**src/sv/pfta_pkg.sv**
```systemverilog
package pfta_pkg;

  localparam int PID_W   = 16;
  localparam int PAGE_W  = 16;
  localparam int COUNT_W = 16;
  localparam int OCC_W   = 5;
  localparam int IDX_W   = 4;
  localparam int STAMP_W = 32;

  localparam logic [COUNT_W-1:0] COUNT_MAX     = '1;
  localparam logic [OCC_W-1:0]   MAX_OCC_RESET = 5'd16;
  localparam logic [STAMP_W-1:0] STAMP_RESET   = 32'd1;

  typedef struct packed {
    logic [PID_W-1:0]  process_id;
    logic [PAGE_W-1:0] page_number;
  } req_t;

  typedef struct packed {
    logic               refused;
    logic               hit;
    logic               allocated;
    logic [IDX_W-1:0]   frame_index;
    logic [COUNT_W-1:0] fault_count;
    logic [OCC_W-1:0]   occupancy;
  } rsp_t;

endpackage

```
**src/sv/pfta_ram.sv**
```systemverilog
module pfta_ram #(
  parameter int WIDTH = 32,
  parameter int DEPTH = 16
) (
  clk,
  we,
  waddr,
  wdata,
  raddr,
  rdata
);

  localparam int AW = (DEPTH > 1) ? $clog2(DEPTH) : 1;

  input  logic             clk;
  input  logic             we;
  input  logic [AW-1:0]    waddr;
  input  logic [WIDTH-1:0] wdata;
  input  logic [AW-1:0]    raddr;
  output logic [WIDTH-1:0] rdata;

  logic [WIDTH-1:0] mem [DEPTH];

  always_ff @(posedge clk) begin
    if (we) begin
      mem[waddr] <= wdata;
    end
    rdata <= mem[raddr];
  end

endmodule

```
**src/sv/page_frame_table_allocator.sv**
```systemverilog
// Channel   Dir  Handshake             Payload
// req       in   req_valid/req_stall   pfta_pkg::req_t (process_id, page_number)
// rsp       out  rsp_valid/rsp_stall   pfta_pkg::rsp_t (refused .. occupancy)
// cfg       in   cfg_we                cfg_data = max_occupancy
//
// One request at a time. The frame table is read one entry a cycle up to the
// first hit (skipped when refused or the table is empty). Then every fault
// table slot is read one a cycle, and the RAM read port sets the pace.
// Reset (rst, synchronous) clears the occupancy count and the slot valid bits;
// no clearing pass. Frames past the occupancy count are never read.
// A held response in the output register does not block the next request;
// only the write-back waits for the output register to drain.
module page_frame_table_allocator #(
  parameter int FRAME_COUNT   = 16,
  parameter int PROCESS_SLOTS = 8
) (
  input  logic           clk,
  input  logic           rst,
  input  logic           req_valid,
  output logic           req_stall,
  input  pfta_pkg::req_t req,
  output logic           rsp_valid,
  input  logic           rsp_stall,
  output pfta_pkg::rsp_t rsp,
  input  logic           cfg_we,
  input  logic [4:0]     cfg_data
);

  import pfta_pkg::*;

  localparam int FAW  = (FRAME_COUNT > 1) ? $clog2(FRAME_COUNT) : 1;
  localparam int SAW  = (PROCESS_SLOTS > 1) ? $clog2(PROCESS_SLOTS) : 1;
  localparam int OCW0 = $clog2(FRAME_COUNT + 1);
  localparam int OCW  = (OCW0 > OCC_W) ? OCW0 : OCC_W;
  localparam int SCW  = $clog2(PROCESS_SLOTS + 1);
  localparam int IXW  = (FAW > IDX_W) ? FAW : IDX_W;
  localparam int FW   = PID_W + PAGE_W;
  localparam int TW   = PID_W + COUNT_W;

  // sequencer states
  localparam logic [1:0] ST_IDLE  = 2'd0;
  localparam logic [1:0] ST_FRAME = 2'd1;   // walk used frames for a hit
  localparam logic [1:0] ST_SLOT  = 2'd2;   // walk fault table slots
  localparam logic [1:0] ST_DONE  = 2'd3;   // write back, load response

  logic [1:0]         state;
  logic [PID_W-1:0]   pid;
  logic [PAGE_W-1:0]  page;
  logic               refuse;
  logic               hit;
  logic [FAW-1:0]     hit_idx;

  logic [OCW-1:0]     occ;
  logic [OCC_W-1:0]   max_occ;
  logic [STAMP_W-1:0] stamp;

  // frame walk: read issued at f_issue, compared in the next cycle
  logic [OCW-1:0]     f_issue;
  logic               f_pend;
  logic [FAW-1:0]     f_pidx;
  logic               f_rd;

  // slot walk
  logic [SCW-1:0]     s_issue;
  logic               s_pend;
  logic [SAW-1:0]     s_pidx;
  logic               s_pval;
  logic               s_rd;
  logic [PROCESS_SLOTS-1:0] slot_valid;

  // first slot owned by pid, first empty slot
  logic               own_hit;
  logic [SAW-1:0]     own_idx;
  logic [COUNT_W-1:0] own_total;
  logic               emp_hit;
  logic [SAW-1:0]     emp_idx;
  logic [COUNT_W-1:0] emp_total;

  logic [FW-1:0]      fr_rdata;
  logic [TW-1:0]      sl_rdata;
  logic [PID_W-1:0]   sl_owner;
  logic [COUNT_W-1:0] sl_total;

  logic               rsp_free;
  logic               commit;
  logic               served;
  logic               fault;
  logic               alloc;
  logic               slot_ok;
  logic [SAW-1:0]     use_slot;
  logic [COUNT_W-1:0] base_total;
  logic [COUNT_W-1:0] inc_total;
  logic [COUNT_W-1:0] count_out;
  logic [IXW-1:0]     idx_out;
  logic               refuse_now;

  assign req_stall  = (state != ST_IDLE);
  assign rsp_free   = !rsp_valid || !rsp_stall;
  assign refuse_now = (occ >= OCW'(max_occ));

  assign f_rd = (state == ST_FRAME) && (f_issue < occ) && !hit;
  assign s_rd = (state == ST_SLOT) && (s_issue < SCW'(PROCESS_SLOTS));

  // never-written slots read as empty (owner 0, count 0)
  assign sl_owner = s_pval ? sl_rdata[TW-1:COUNT_W] : '0;
  assign sl_total = s_pval ? sl_rdata[COUNT_W-1:0]  : '0;

  // write-back decisions
  assign commit     = (state == ST_DONE) && rsp_free;
  assign served     = !refuse;
  assign fault      = served && !hit;
  assign alloc      = fault && (occ < OCW'(FRAME_COUNT));
  assign slot_ok    = own_hit || emp_hit;
  assign use_slot   = own_hit ? own_idx : emp_idx;
  assign base_total = own_hit ? own_total : emp_total;
  assign inc_total  = (base_total == COUNT_MAX) ? base_total : base_total + 1'b1;

  always_comb begin
    if (fault) begin
      count_out = slot_ok ? inc_total : '0;
    end else begin
      count_out = own_hit ? own_total : '0;
    end
    if (served && hit) begin
      idx_out = IXW'(hit_idx);
    end else if (alloc) begin
      idx_out = IXW'(occ);
    end else begin
      idx_out = '0;
    end
  end

  pfta_ram #(.WIDTH(FW), .DEPTH(FRAME_COUNT)) u_frame_ram (
    .clk   (clk),
    .we    (commit && alloc),
    .waddr (occ[FAW-1:0]),
    .wdata ({pid, page}),
    .raddr (f_issue[FAW-1:0]),
    .rdata (fr_rdata)
  );

  pfta_ram #(.WIDTH(TW), .DEPTH(PROCESS_SLOTS)) u_slot_ram (
    .clk   (clk),
    .we    (commit && fault && slot_ok),
    .waddr (use_slot),
    .wdata ({pid, inc_total}),
    .raddr (s_issue[SAW-1:0]),
    .rdata (sl_rdata)
  );

  // recency stamps, written on every served request that names a frame
  pfta_ram #(.WIDTH(STAMP_W), .DEPTH(FRAME_COUNT)) u_stamp_ram (
    .clk   (clk),
    .we    (commit && served && (hit || alloc)),
    .waddr (idx_out[FAW-1:0]),
    .wdata (stamp),
    .raddr (hit_idx),
    .rdata ()
  );

  always_ff @(posedge clk) begin
    if (rst) begin
      state      <= ST_IDLE;
      occ        <= '0;
      max_occ    <= MAX_OCC_RESET;
      stamp      <= STAMP_RESET;
      slot_valid <= '0;
      rsp_valid  <= 1'b0;
      f_pend     <= 1'b0;
      s_pend     <= 1'b0;
    end else begin
      if (cfg_we) begin
        max_occ <= cfg_data;
      end

      // a commit reloads the output register in the same cycle
      if (rsp_valid && !rsp_stall && !commit) begin
        rsp_valid <= 1'b0;
      end

      f_pend <= f_rd;
      s_pend <= s_rd;
      if (f_rd) begin
        f_pidx  <= f_issue[FAW-1:0];
        f_issue <= f_issue + 1'b1;
      end
      if (s_rd) begin
        s_pidx  <= s_issue[SAW-1:0];
        s_pval  <= slot_valid[s_issue[SAW-1:0]];
        s_issue <= s_issue + 1'b1;
      end

      case (state)
        ST_IDLE: begin
          if (req_valid) begin
            pid     <= req.process_id;
            page    <= req.page_number;
            refuse  <= refuse_now;
            hit     <= 1'b0;
            hit_idx <= '0;
            own_hit <= 1'b0;
            emp_hit <= 1'b0;
            f_issue <= '0;
            s_issue <= '0;
            state   <= (refuse_now || (occ == '0)) ? ST_SLOT : ST_FRAME;
          end
        end
        ST_FRAME: begin
          if (f_pend && !hit && (fr_rdata == {pid, page})) begin
            hit     <= 1'b1;
            hit_idx <= f_pidx;
          end
          if (!f_rd && !f_pend) begin
            state <= ST_SLOT;
          end
        end
        ST_SLOT: begin
          if (s_pend) begin
            if (!own_hit && (sl_owner == pid)) begin
              own_hit   <= 1'b1;
              own_idx   <= s_pidx;
              own_total <= sl_total;
            end
            if (!emp_hit && (sl_owner == '0)) begin
              emp_hit   <= 1'b1;
              emp_idx   <= s_pidx;
              emp_total <= sl_total;
            end
          end
          if (!s_rd && !s_pend) begin
            state <= ST_DONE;
          end
        end
        ST_DONE: begin
          if (rsp_free) begin
            rsp_valid       <= 1'b1;
            rsp.refused     <= refuse;
            rsp.hit         <= served && hit;
            rsp.allocated   <= alloc;
            rsp.frame_index <= idx_out[IDX_W-1:0];
            rsp.fault_count <= count_out;
            rsp.occupancy   <= alloc ? OCC_W'(occ + 1'b1) : occ[OCC_W-1:0];
            if (alloc) begin
              occ <= occ + 1'b1;
            end
            if (fault && slot_ok) begin
              slot_valid[use_slot] <= 1'b1;
            end
            if (served) begin
              stamp <= stamp + 1'b1;
            end
            state <= ST_IDLE;
          end
        end
        default: begin
          state <= ST_IDLE;
        end
      endcase
    end
  end

endmodule

```
**config.mk**
```make
export PLATFORM = sky130hd
export DESIGN_NAME = page_frame_table_allocator
export DESIGN_NICKNAME = d
export VERILOG_FILES = /design/src/sv/pfta_pkg.sv /design/src/sv/pfta_ram.sv /design/src/sv/page_frame_table_allocator.sv
export SDC_FILE = /design/constraint.sdc
export NUM_CORES = 1
export LEC_CHECK = 0
export BUFFER_PORTS_ARGS = -buffer_cell sky130_fd_sc_hd__buf_4
export CAP_MARGIN = 20
export CORE_AREA = 2 2 277 279
export CTS_CLUSTER_DIAMETER = 60
export CTS_CLUSTER_SIZE = 40
export DETAILED_ROUTE_END_ITERATION = 7
export DIE_AREA = 0 0 279 281
export PLACE_DENSITY_LB_ADDON = 0.05
export SETUP_SLACK_MARGIN = 0.1
export SKIP_CTS_REPAIR_TIMING = 1
export SYNTH_ARGS = -nofsm -noshare
export SYNTH_HDL_FRONTEND = slang
export SYNTH_HIERARCHICAL = 1
export SYNTH_SLANG_ARGS = --single-unit
```
**constraint.sdc**
```tcl
create_clock -name clk -period 5.85 [get_ports clk]
set_input_delay 0.585 -clock clk [delete_from_list [all_inputs] [get_ports clk]]
set_output_delay 0.585 -clock clk [all_outputs]
set_load 0.01 [all_outputs]
```
Word level (Yosys, flattened, before mapping)

Memory sizes are Yosys's and may differ from the RTL's. A register that Yosys moved wholly into a read port is not among the register bits.
Index checks and enable logic that the tools add are counted.

Multiplexer cells: 46
Eq/ne operators: 14
Reduce and logical (&&, ||, !) cells: 52
Bitwise gates (word level): 2
Order comparisons: 7
Add/sub/neg operators: 4

Operators with widths:

| kind                  | count |
|---|---|
| $mux 16               | 7 |
| $eq 32x32->1          | 1 |
| $mux 4                | 7 |
| $logic_and 1x1->1     | 20 |
| $mux 5                | 4 |
| $add 16x1->16 const B | 1 |
| $eq 16x16->1          | 1 |
| $eq 16x16->1 const B  | 1 |
| $logic_not 16->1      | 1 |
| $reduce_and 4->1      | 4 |
| $mux 1                | 15 |
| $logic_not 1->1       | 11 |
| $add 5x1->5 const B   | 2 |
| $mux 2                | 5 |
| $ne 2x1->1 const B    | 5 |
| $reduce_and 5->1      | 2 |
| $reduce_and 3->1      | 3 |
| $lt 3x4->1 const B    | 2 |
| $or 8x8->8            | 1 |
| $pmux 2 s4            | 1 |
| $pmux 4 s2            | 1 |
| $ne 2x2->1 const B    | 3 |
| $pmux 1 s2            | 3 |
| $reduce_and 2->1      | 3 |
| 16 further kinds      | 21 |

Output and inout bits: 30
Memory bits (writable): 768
Bits in registers: 146
Memories kept: 2

Memories:

| name            | depth | bits a word | rd ports | clocked after memory_dff | wr ports | RTL line       | source |
|---|---|---|---|---|---|---|---|
| u_frame_ram.mem | 16    | 32          | 1        | 1                        | 1        | pfta_ram.sv:22 | `logic [WIDTH-1:0] mem [DEPTH];` |
| u_slot_ram.mem  | 8     | 32          | 1        | 1                        | 1        | pfta_ram.sv:22 |  |

Logic depth before layout (Yosys ltp)

Word-level depth: 8
Depth in mapped cells: 12

Hierarchy

Netlist, hierarchy kept.

By module, submodules not included:

| module                     | cells an instance | seq. area each (um^2) | times used | area an instance (um^2) |
|---|---|---|---|---|
| pfta_ram (u_frame_ram)     | 838               | 16,015.4              | 1          | 19,835.3 |
| pfta_ram (u_slot_ram)      | 415               | 8,328.0               | 1          | 10,466.3 |
| page_frame_table_allocator | 581               | 4,154.0               | 1          | 7,206.9 |

Worst setup path before layout

OpenSTA, ideal clock, no wires.

Kind: register to register
From: register hit
To: memory u_frame_ram.mem[0][0], enable pin
Cell stages (with the launch flop): 5
Data arrival time: 3.839 ns
Required time: 5.389 ns
Slack: 1.550 ns
Path buffers: 0
Library setup time: 0.461 ns
Path through: edfxtp_1 nor3_2 and3_1 or3b_2 nor3_1

Cells in the longest elaborated chain, start to end: 6

RTL lines:

| item                         | RTL line                          | source |
|---|---|---|
| from (decl)                  | page_frame_table_allocator.sv:50  | `logic hit;` |
| $logic_not 1->1              | page_frame_table_allocator.sv:111 | `assign fault = served && !hit;` |
| $logic_and 1x1->1            | page_frame_table_allocator.sv:111 |  |
| $logic_and 1x1->1            | page_frame_table_allocator.sv:112 | `assign alloc = fault && (occ < OCW'(FRAME_COUNT));` |
| named net alloc              | page_frame_table_allocator.sv:88  | `logic alloc;` |
| $logic_and 1x1->1            | page_frame_table_allocator.sv:135 | `.we (commit && alloc),` |
| $mux 1                       | pfta_ram.sv:25                    | `if (we) begin` |
| $mux 1 (implied by the code) | pfta_ram.sv:26                    | `mem[waddr] <= wdata;` |
| to (decl)                    | pfta_ram.sv:22                    |  |

The timed path passes the listed nets, and every way through them passes these cells.

Worst setup path in the final report

From: register own_hit
To: register rsp[16] in the netlist's numbering, data pin

Cells in the longest elaborated chain, start to end: 5
Elaborated cells on any way between the ends: 8
Classes of those cells: add/sub: 1; eq/ne: 1; mux: 5; reduce/logical: 1

RTL lines:

| item                                                 | RTL line                          | source |
|---|---|---|
| from (decl)                                          | page_frame_table_allocator.sv:72  | `logic own_hit;` |
| from (signal assigned)                               | page_frame_table_allocator.sv:201 | `own_hit <= 1'b0;` |
| from (signal assigned)                               | page_frame_table_allocator.sv:220 | `own_hit <= 1'b1;` |
| $mux 16 (*)                                          | page_frame_table_allocator.sv:115 | `assign base_total = own_hit ? own_total : emp_total;` |
| $add 16x1->16 / $eq 16x16->1 (equally long branches) | page_frame_table_allocator.sv:116 | `assign inc_total = (base_total == COUNT_MAX) ? base_total : base_total + 1'b1;` |
| $mux 16 (*)                                          | page_frame_table_allocator.sv:116 |  |
| named net inc_total[11]                              | page_frame_table_allocator.sv:92  | `logic [COUNT_W-1:0] inc_total;` |
| $mux 16 (*)                                          | page_frame_table_allocator.sv:120 | `count_out = slot_ok ? inc_total : '0;` |
| $mux 16 (*)                                          | page_frame_table_allocator.sv:119 | `if (fault) begin` |
| named net count_out[11]                              | page_frame_table_allocator.sv:93  | `logic [COUNT_W-1:0] count_out;` |
| to (decl)                                            | page_frame_table_allocator.sv:24  | `output pfta_pkg::rsp_t rsp,` |

Mark *: on every way through the listed nets, which the timed path passes. The rest lies on a longest branch.
A chain may end at the register's enable or synchronous reset.

==> metrics.sh <==
RUN_STATUS='finished, final reports clean'
REPORT.FINAL.SLEW_VIOL_COUNT=0
PATH_CLASS='reg2reg'
YOSYSSEQAREASHARE_PCT=76.0
FINALSETUPVIOLCOUNT=0
LAYOUT_COMMON_CELLS='sky130_fd_sc_hd__edfxtp_1, sky130_fd_sc_hd__mux4_2, sky130_fd_sc_hd__buf_4'
FINAL_NETS=2023
WORST_SLEW_MARGIN_REL_PCT=28.9
LAYOUT.AREA.SEQ_SQ_UM=28500
GRT_START_MAX_NET_PINS=134
CLOCK_TREE_FROM_TRITONCTS='yes'
GP_CONGESTION=0.770
CELL_AREA_POWER_DENSITY_nW_PER_UM2=374
IO_PINS=72
FINALWORSTPATHREQUIREDPERIOD_NS=3.39
SYNTH.NET_COUNT=1895
AVERAGE_CELL_AREA_AFTER_SYNTHESIS_SQ_UM=20.5
SYNTH_AREA_SQ_UM=37500
CRIT_BUF_INV=2
POSTLAYOUTSETUPSLACKWORST_NS=2.46
CLOCKROOTBUFFER='sky130_fd_sc_hd__clkbuf_16'
DRT_WL_TOTAL_UM=79300
SYNTH-EDFF-COUNT=891
FINAL_CORE_UTILIZATION_PCT=56.0
DRC_ERRORS=0
SYNTH_ASYNC_SR_FLOP_SHARE_PCT=0
DRT_PASS1_ITERATIONS=7
YOSYS_REGISTER_BITS=978
SYNTH.DISTINCT_CELLS=71
CP_CELL_SEQUENCE='buf_4, mux2i_1, inv_1, ha_1, nand4_1, a21oi_2, and2_1, nor2_1, mux2i_1, o31a_1'
TIMING.CRITICAL_PATH.ARRIVAL_NS=3.86
LAYOUT.CELLS.MOST_COMMON='sky130_fd_sc_hd__edfxtp_1'
IR_WORST_VDD_mV=0.248
DIEAREA_SQ_UM=78400
WORST-R2R-SETUP-SLACK_NS=2.46
CRIT_PATH_FREQUENT_CELL='sky130_fd_sc_hd__mux2i_1'
HP-START='req[1]'
MULTI_INPUT_AREA_SQ_UM=8700
CRITICAL_PATH.STARTPOINT='own_hit$_DFFE_PP_'
REQUIRED_NS=6.32
SYNTHESIS.INSTANCES=1834
FINALHOLDVIOLCOUNT=0
TIMING.CRITICAL_PATH.FROM_TYPE='flip-flop'
TIMING.FINAL.CRIT_SHARE_PCT=57.9
SHARE_OF_LAYOUT_CELLS_ABOVE_DRIVE_STRENGTH_1_PCT=24.7
FINAL.FILL_COUNT=5665
CLOCK_SINKS=978
GRT_USE_TOTAL_PCT=20.6
WORST-PATH-MAX-FANOUT=51
CRIT_PATH_END_KIND='flip-flop'
WORST_CLOCK_SKEW_NS=0.0324
LEAKAGE_nW=13.7
VIAS=17700
IO_BUFFERS=71
SETUP-TNS-FINAL_NS=0
MAX_SLEW.WORST_PIN.SLEW_NS=1.04
MIN_PATH_TYPE='in2reg'
PLACEMENTROWS=101
ANTENNA_VIOLATIONS_BEFORE_REPAIR=1
DIE_WIDTH_UM=279
DRT_ITER0_MARKERS=1570
ORIGIN_OF_THE_CRITICAL_FLOP_TO_FLOP_PATH='own_hit$_DFFE_PP_'
CTS.PATH.MAX_BUFFERS=3
CPLARGESTDELAYFAMILY='multiplexers'
PLACE.DETAILED.HPWL_UM=45200
SYNTH.YOSYS.WARNINGS=6
ANT_NETS=0
CLK_TRANSITION_REPORTED_PATHS_NS=0.10
VIA_COUNT_OF_THE_FIRST_GLOBAL_ROUTING_PASS=18300
DETAIL_ROUTE.VIAS_PER_CELL=5.90
ROUTEDWLPERCELL_UM=26.4
GRT_FIRST_PASS_WIRELENGTH_UM=119000
AREA.GROWTH.SYNTH_TO_FINAL_PCT=12.6
SLOWEST_STAGE='sky130_fd_sc_hd__mux2i_1'
MAX_FREQ_GHz=0.295
INITIAL_CORE_UTIL_PCT=49.7
PLACEMENT.SETUP.WORST_SLACK_NS=2.51
POSTSYNTH.TOPFLOPCELL='sky130_fd_sc_hd__edfxtp_1'
MAXCAPVIOLATIONS=0
FLOORPLAN.CORE_AREA_SQ_UM=75400
CTS_MADE_BUFFERS=71
DIE-HEIGHT_UM=281
CLOCK_TREE.HTREE_LEVEL_COUNT=3
MAXIMUM_CELL_STAGE_DELAY_ALONG_THE_CRITICAL_PATH_NS=0.76
GRT_OVERFLOW=0
RSZ_0062_RAISED_AFTER_GLOBAL_ROUTING='no'
INSERTION_DELAY_NS=0.63
## worst paths after layout
kind,to,depth (start not counted)
setup / recovery,rsp[16]$_DFFE_PP_,10
hold / removal,page[1]$_DFFE_PP_,1
setup reg to reg,rsp[16]$_DFFE_PP_,10
hold reg to reg,emp_idx[2]$_DFFE_PP_,0
## cells by family after synthesis
group	Yosys count	share of synthesized area, %
buffers and inverters	103	1.37
and+or+nand+nor	258	3.51
AOI/OAI and AO/OA	162	3.24
adders and majority gates	19	0.634
xor gates and xnor gates	58	1.39
muxes	256	13.9
DFF	978	76.0
## worst register-to-register path, delay by kind of cell, from the launching register on
family          cells  cell delay (ns)
buf+inv             2             0.59
mux                 2             0.99
fa+ha+maj           1             0.21
simple gates        3             0.44
flops               1             0.33
compound gates      2             0.70
## Yosys cell counts (7+ instances only)
cell,n,area (sq um)
sky130_fd_sc_hd__xnor2_1,43,377
sky130_fd_sc_hd__mux4_2,154,3470
sky130_fd_sc_hd__a21o_1,7,52.6
sky130_fd_sc_hd__nand2b_1,11,68.8
sky130_fd_sc_hd__nand4_1,18,113
sky130_fd_sc_hd__a22oi_1,69,518
sky130_fd_sc_hd__nand3_1,9,45.0
sky130_fd_sc_hd__buf_6,8,90.1
sky130_fd_sc_hd__a22o_1,12,105
sky130_fd_sc_hd__nor3_1,14,70.1
sky130_fd_sc_hd__buf_4,9,67.6
sky130_fd_sc_hd__buf_1,15,56.3
sky130_fd_sc_hd__a21oi_1,22,110
sky130_fd_sc_hd__and2_1,29,181
sky130_fd_sc_hd__edfxtp_1,891,26800
sky130_fd_sc_hd__nor2b_1,9,56.3
sky130_fd_sc_hd__mux2i_1,21,210
sky130_fd_sc_hd__nand2_1,68,255
sky130_fd_sc_hd__nor4_1,9,56.3
sky130_fd_sc_hd__nor2_1,63,236
sky130_fd_sc_hd__dfxtp_1,87,1740
sky130_fd_sc_hd__inv_1,26,97.6
sky130_fd_sc_hd__buf_2,15,75.1
sky130_fd_sc_hd__mux2_2,40,450
sky130_fd_sc_hd__mux4_1,40,1050
sky130_fd_sc_hd__clkbuf_1,29,109
sky130_fd_sc_hd__ha_1,19,238
sky130_fd_sc_hd__o21ai_0,13,65.1
sky130_fd_sc_hd__xor2_1,13,114
## registers in the layout (all words and copies together), names as in the netlist, 3 cells and up
| name | count |
|---|---|
| slot_valid | 8 |
| emp_total | 16 |
| s_pidx | 3 |
| own_idx | 3 |
| max_occ | 5 |
| rsp | 28 |
| f_pidx | 4 |
| u_slot_ram/rdata | 32 |
| occ | 5 |
| s_issue | 4 |
| u_frame_ram/mem | 512 |
| own_total | 16 |
| pid | 16 |
| u_frame_ram/rdata | 32 |
| f_issue | 5 |
| page | 16 |
| emp_idx | 3 |
| u_slot_ram/mem | 256 |
| hit_idx | 4 |
## stage by stage
stage	std cells	hold slack, ns	power [mW]	cell area (sq um)
after floorplan	1834	0.421	9.88	37500
after global placement	2865	0.431	10.5	39500
after detailed placement	2867	0.429	10.5	39600
after CTS	2999	0.0903	16.0	42200
after global routing	2999	0.0990	16.4	42200
final	3000	0.132	15.8	42200
## power breakdown
group	leakage (nW)	internal (mW)	switching (mW)
registers	8.76	8.03	0.204
clock network	1.28	2.85	2.60
logic	3.62	0.957	1.17
## layout make-up
type	count	share of cell area, %
Antenna cell	1	0.00592
Clock buffer	81	4.60
Clock inverter	51	1.65
Inverter	26	0.231
Multi-Input combinational cell	753	20.6
Sequential cell	978	67.5
Tap cell	978	2.90
Timing Repair Buffer	132	2.56
## per-layer routing
layer	global-route usage [%]	routed length, um	up-vias	part of all wire, %
met5	0	0	-	0
met4	5.29	1490	0	1.9
met3	2.74	3720	97	4.7
met2	32.9	37800	416	48
met1	30.5	36300	9406	46
li1	-	-	7768	-
Note: power is estimated with default switching activity, not from simulation.
